==> src/sv/scc_pkg.sv <==
// shared types and constants for the sphere capsule contact core
// no dependencies
package scc_pkg;

  localparam int COORD_W_DEF = 32;
  localparam int FRAC_DEF    = 16;
  localparam int LEN_W       = 31;
  localparam int SUM_W       = LEN_W + 1;
  localparam int THR_W       = 17;
  localparam int RAD_W       = 2 * SUM_W;
  localparam logic [THR_W-1:0] THR_RESET = THR_W'(1);

  typedef enum logic [1:0] {
    FUNC_SS = 2'd0,
    FUNC_SC = 2'd1,
    FUNC_CS = 2'd2,
    FUNC_CC = 2'd3
  } scc_func_t;

  typedef struct packed {
    logic             hit;
    logic             sx;
    logic             sy;
    logic             sz;
    logic [SUM_W-1:0] ux;
    logic [SUM_W-1:0] uy;
    logic [SUM_W-1:0] uz;
    logic [SUM_W-1:0] sumr;
  } scc_side_t;

endpackage

==> src/sv/scc_sqrt.sv <==
// pipelined floor square root, two result bits per stage
// depends on scc_pkg
module scc_sqrt import scc_pkg::*; (
  input  logic             clk,
  input  logic             rst_n,
  input  logic             in_valid,
  input  logic [RAD_W-1:0] in_rad,
  input  scc_side_t        in_side,
  output logic             out_valid,
  output logic [SUM_W-1:0] out_root,
  output scc_side_t        out_side
);

  localparam int NS  = SUM_W / 2;
  localparam int REM = SUM_W + 4;

  typedef struct packed {
    logic [REM-1:0]   rem;
    logic [SUM_W-1:0] root;
    logic [RAD_W-1:0] rad;
  } sq_state_t;

  function automatic sq_state_t sq_step(input sq_state_t s);
    sq_state_t      n;
    logic [REM-1:0] cur, trial;
    cur   = {s.rem[REM-3:0], s.rad[RAD_W-1 -: 2]};
    trial = {2'b00, s.root, 2'b01};
    n.rad = {s.rad[RAD_W-3:0], 2'b00};
    if (cur >= trial) begin
      n.rem  = cur - trial;
      n.root = {s.root[SUM_W-2:0], 1'b1};
    end else begin
      n.rem  = cur;
      n.root = {s.root[SUM_W-2:0], 1'b0};
    end
    return n;
  endfunction

  logic      v_r    [NS];
  sq_state_t st_r   [NS];
  scc_side_t side_r [NS];

  for (genvar k = 0; k < NS; k++) begin : g_stage
    logic      v_in;
    sq_state_t st_in;
    scc_side_t side_in;
    if (k == 0) begin : g_first
      assign v_in    = in_valid;
      assign st_in   = '{rem: '0, root: '0, rad: in_rad};
      assign side_in = in_side;
    end else begin : g_next
      assign v_in    = v_r[k-1];
      assign st_in   = st_r[k-1];
      assign side_in = side_r[k-1];
    end
    always_ff @(posedge clk) begin
      if (!rst_n) begin
        v_r[k] <= 1'b0;
      end else begin
        v_r[k] <= v_in;
      end
      st_r[k]   <= sq_step(sq_step(st_in));
      side_r[k] <= side_in;
    end
  end

  assign out_valid = v_r[NS-1];
  assign out_root  = st_r[NS-1].root;
  assign out_side  = side_r[NS-1];

endmodule

==> config.mk <==
export PLATFORM = sky130hd
export DESIGN_NAME = scc_sqrt
export DESIGN_NICKNAME = d
export VERILOG_FILES = /design/src/sv/scc_pkg.sv /design/src/sv/scc_sqrt.sv
export SDC_FILE = /design/constraint.sdc
export NUM_CORES = 2
export LEC_CHECK = 0
export BUFFER_PORTS_ARGS = -buffer_cell sky130_fd_sc_hd__buf_2
export CAP_MARGIN = 20
export CORE_UTILIZATION = 55
export CTS_CLUSTER_DIAMETER = 200
export DETAILED_ROUTE_END_ITERATION = 6
export GPL_TIMING_DRIVEN = 0
export PLACE_DENSITY_LB_ADDON = 0.2
export SYNTH_ARGS = -nofsm -noshare
export SYNTH_HDL_FRONTEND = slang
export SYNTH_MEMORY_MAX_BITS = 65536
export SYNTH_SLANG_ARGS = --single-unit
export TNS_END_PERCENT = 10
==> constraint.sdc <==
create_clock -name clk -period 5.7 [get_ports clk]
set_input_delay 0.285 -clock clk [delete_from_list [all_inputs] [get_ports clk]]
set_output_delay 0.285 -clock clk [all_outputs]
set_load 0.05 [all_outputs]
# After elaboration in Yosys (flattened, before gate mapping)
# Memory sizes are Yosys's and may differ from the RTL's.
# Index checks and enable logic that the tools add are counted.
# totals
ff_bits,0
ramBits,4176
in_bits,199
out_inout_bits,165
elab_cells,133
memories,3
# mem_list
memory,depth,word_bits,read_ports,rd_clocked_by_memory_dff,write_ports,line,source
side_r,16,132,16,0,16,scc_sqrt.sv:41,scc_side_t side_r [NS];
st_r,16,128,16,0,16,scc_sqrt.sv:40,sq_state_t st_r [NS];
v_r,16,1,16,0,16,scc_sqrt.sv:39,logic v_r [NS];
# classes
addsub,32
order_cmp,32
n_mux,50
n_bitwise,16
# op_table
op,count
$ge A36 B34 Y1,31
$mux W68,16
$mux W66,16
$sub A36 B34 Y36,16
$sub A34 B34 Y34,15
$mux W1,18
$or A1 B1 Y1,16
$sub A2 B1 Y3 const B,1
$ge A2 B1 Y1 const B,1

# Depth between registers and ports, before layout
# An unclocked memory read counts as a cell.
# logic_depth
ltp_word,5
depth_mapped,31
depth_no_buf,27

# Worst setup path after synthesis
# No wires, ideal clock.
# synth_path
path_kind,flip-flop to flip-flop
startpoint,memory st_r[1][719] in the netlist's numbering
endpoint,memory st_r[1][863] in the netlist's numbering
setup_time_ns,0.121
arrival_time_ns,5.868
required_time_ns,5.579
path_slack_ns,-0.288
stages_incl_launch_ff,28
n_path_buf,4
synth_period_minus_slack_ns,5.988
path_cell_list,dfxtp_1 inv_1 ha_1 clkbuf_1 nand4_1 nor2_1 nand3_1 or3b_2 o221ai_1 or2_1 buf_2 inv_1 buf_2 o41ai_1 ha_1 a21o_1 a21o_1 a21o_1 a21o_1 a21oi_1 o21ai_0 a22o_1 a311o_1 o21ai_0 o22ai_1 nor4_1 buf_2 mux2_2
# synth_rtl
item,line
start: declaration,scc_sqrt.sv:40

==> impl_metrics.csv <==
group,metric,value,unit
yosys,synth_edf_count,0,
layout,final_cell_mix,"dfxtp_1 (3304), nand2_1 (623), nor2_1 (573)",
cts,cts.clk_slew.worst_paths,0.07,ns
place,place_ws,-2.415,ns
yosys,syn-cell-area,111100,um^2
sta,setup_ws,-0.1387,ns
sta,slew_headroom,31.10,%
grt,grt_pass1_wl,424700,um
sta,rsz0062_at_grt,"yes",
route,dr_total_vias,76038,
min_path,min_path_type,"in -> reg",
worst_setup_path,slowest_stage,"dfxtp_1",
power_and_ir_drop,power_leakage,59.74,nW
status,status,"finished with violations",
cts,cts_max_level,5,
sta,fmax,0.1713,GHz
grt,antenna_found_initial,15,
worst_setup_path,path_class,"reg -> reg",
floorplan,dieArea,203800,um^2
yosys,synth_seq_cells,3367,
route,first_pass_iters,6,
grt,gr-total-overflow,0,
power_and_ir_drop,clkPwrFrac,35.1,%
worst_setup_path,critPathMaxFanout,10,
floorplan,die-width,451.4,um
cts,clockRootBuffer,"clkbuf_16",
power_and_ir_drop,seq_power_share,45.7,%
power_and_ir_drop,powerDensity,445.6,nW/um^2
floorplan,start_util,55.47,%
layout,num-fill-cells,14955,
worst_setup_path,startpoint_type,"flip-flop",
layout,fin_nets,12004,
power_and_ir_drop,p_int,0.04278,W
route,drt_iter0_markers,4945,
route,routed_wl,278100,um
layout,utilization,67.21,%
worst_setup_path,critPathRequiredTime,6.53,ns
sta,setup_tns,-1.646,ns
place,dpl_cell_area,116300,um^2
power_and_ir_drop,power_switching,0.01720,W
sta,period_needed,5.839,ns
yosys,syn-instance-count,10086,
cts,cts_tree,"built",
yosys,ys_seq_area_share,60.67,%
place,portBuffers,363,
sta,layout_worst_path_cycle_share,102.4,%
yosys,avgSynthCellArea,11.01,um^2
status,failed_checks,"setup timing",
worst_setup_path,critPathArrivalTime,6.67,ns
worst_setup_path,critPathCaptureType,"flip-flop",
layout,drive_above_1_share,15.78,%
place,dp_hpwl,188400,um
yosys,ys.warnings.count,0,
layout,fin_area,134600,um^2
floorplan,coreArea,200300,um^2
cts,cts_made_buffers,320,
cts,clk_path_buf_depth,4,
grt,grt_pass1_vias,76426,
floorplan,io_pins,364,
worst_setup_path,cpPeakStageDelay,0.43,ns
route,ant_nets,0,
yosys,synthDistinctLibCells,112,
sta,hold_viol,0,
yosys,async_reset_ff_share,0,%
run,maxCapViolCount,0,
cts,cts_sinks,3367,
layout,layout_commonest_cell,"dfxtp_1",
power_and_ir_drop,switching_share,28.68,%
floorplan,die_h,451.4,um
sta,setup_viol,32,
worst_setup_path,path_common_cell,"a21o_1",
route,avgViaCountPerCell,5.376,
power_and_ir_drop,combPwrFrac,19.2,%
sta,clock_skew,0.07227,ns
yosys,synth_ff_type,"dfxtp_1",
floorplan,fp-row-count,164,
power_and_ir_drop,ir_worst_vdd,0.3829,mV
grt,grt_usage,26.33,%
route,drc,0,
cts,insertion_delay,0.94,ns
sta,hold_slack,0.04459,ns
layout,syn2layout_area_growth,21.16,%
sta,tightest_slew,1.007,ns
grt,grt_start_max_net_pins,18,
place,gp_congestion,0.9467,
sta,slew_viol_final,0,
route,post_drt_wl_per_cell,19.66,um
timing repair:
action | in CTS | in global routing
endpoints found under the hold margin | 217 | 3
setup endpoints to repair | 383 | 425
gates cloned | 0 | 5
pin swaps | 72 | 68
setup buffers | 80 | 63
hold buffers | 353 | 3
gates resized for setup | 539 | 347
per-layer routing:
metal / track usage, % / vias to the layer above / share of wire, %
li1: - / 37242 / -
met1: 32.94 / 36193 / 43
met2: 46.35 / 2056 / 49
met3: 3.768 / 535 / 4.8
met4: 8.845 / 12 / 3.2
met5: 0 / - / 0.027
area by class of cell:
| class | instances | area (um^2) | area share, % |
|---|---|---|---|
| Inverter | 498 | 1928 | 1.432 |
| Clock inverter | 106 | 1172 | 0.8710 |
| Sequential cell | 3367 | 67500 | 50.15 |
| Clock buffer | 453 | 9304 | 6.912 |
| Multi-Input combinational cell | 6026 | 43560 | 32.36 |
| Tap cell | 2656 | 3323 | 2.469 |
| Timing Repair Buffer | 870 | 6665 | 4.952 |
| Buffer | 164 | 1135 | 0.8431 |
| Antenna cell | 4 | 10.01 | 0.007437 |
path summary, 6_finish.rpt:
path / depth (start not counted) / end / start / slack (ns)
worst max register to register: 26 / st_r[0][862] / st_r[0][708] / -0.14
worst min register to register: 0 / side_r[1][789] / side_r[1][657] / 0.27
worst max-delay path: 26 / st_r[0][862] / st_r[0][708] / -0.14
worst min-delay path: 2 / st_r[0][12] / in_rad[12] / 0.04
worst max-delay path: cells and delay by family, from the launching register on:
family | cells | cell delay (ns)
AO/OA/AOI/OAI | 11 | 2.17
AND/OR/NAND/NOR | 7 | 1.34
buffers and inverters | 5 | 0.82
adder cells (fa/ha/maj) | 2 | 0.66
flip-flops | 1 | 0.43
XOR/XNOR | 1 | 0.32
cell families (layout without fill, tap and decap cells):
kind of cell	after synthesis	in the layout	synth area share, %
buffers and inverters	695	2091	2.414
adders and majority gates	558	558	6.285
DFF	3367	3367	60.67
muxes	115	115	1.147
and+or+nand+nor	2496	2496	11.42
other	1	7	0.003376
AOI/OAI and AO/OA	2083	2083	11.97
xor gates and xnor gates	771	771	6.085
power groups by stage:
| stage | Combinational, W | Clock, W | Sequential, W |
|---|---|---|---|
| floorplan | 0.00760 | 0 | 0.0274 |
| detailed placement | 0.0102 | 0 | 0.0278 |
| global placement | 0.0101 | 0 | 0.0277 |
| global route | 0.0126 | 0.0225 | 0.0276 |
| finish | 0.0115 | 0.0210 | 0.0274 |
| CTS | 0.0109 | 0.0213 | 0.0274 |
metrics by stage:
| step | instances | total power, W |
|---|---|---|
| 2_1_floorplan | 10088 | 0.03496 |
| 3_3_place_gp | 13107 | 0.03779 |
| 3_5_place_dp | 13108 | 0.03796 |
| 4_1_cts | 14071 | 0.05953 |
| 5_1_grt | 14143 | 0.06270 |
| 6_report | 14144 | 0.05998 |
sequential cells by signal, summed over array words and instances (netlist names):
| signal | count |
|---|---|
| side_r | 2112 |
| st_r | 1239 |
| v_r | 16 |
cell usage after synthesis, types with 15 or more instances:
| master | n | area, um^2 |
|---|---|---|
| ha_1 | 558 | 6982 |
| nor2_1 | 587 | 2203 |
| dfxtp_1 | 3367 | 67400 |
| nand3_1 | 160 | 800.8 |
| o21ai_0 | 479 | 2397 |
| a211o_1 | 22 | 192.7 |
| o31a_1 | 31 | 271.5 |
| nand4_1 | 131 | 819.5 |
| o21bai_1 | 55 | 412.9 |
| and2_1 | 69 | 431.7 |
| a211oi_1 | 68 | 510.5 |
| and3_1 | 76 | 475.5 |
| clkbuf_1 | 142 | 533.0 |
| o211ai_1 | 44 | 330.3 |
| or2_2 | 55 | 344.1 |
| a31oi_1 | 55 | 344.1 |
| a21oi_1 | 601 | 3008 |
| a221oi_1 | 15 | 131.4 |
| xor2_1 | 281 | 2461 |
| or3_1 | 68 | 425.4 |
| nor2b_1 | 74 | 462.9 |
| nand2_1 | 658 | 2470 |
| nor4_1 | 90 | 563.0 |
| and4_1 | 23 | 201.4 |
| a21o_1 | 310 | 2327 |
| nor4b_1 | 23 | 201.4 |
| a21boi_0 | 22 | 165.2 |
| nor3b_1 | 26 | 195.2 |
| nor3_1 | 201 | 1006 |
| xnor2_1 | 489 | 4283 |
| nand3b_1 | 21 | 157.7 |
| mux2_2 | 97 | 1092 |
| buf_2 | 34 | 170.2 |
| nand2b_1 | 103 | 644.4 |
| o21a_1 | 88 | 660.6 |
| a31o_2 | 26 | 227.7 |
| mux2i_1 | 17 | 170.2 |
| a2111oi_0 | 25 | 219.0 |
| or4_1 | 43 | 322.8 |
| inv_1 | 485 | 1821 |
| buf_1 | 16 | 60.06 |
| o31ai_1 | 73 | 548.0 |
Power figures use the tool's default switching activity.
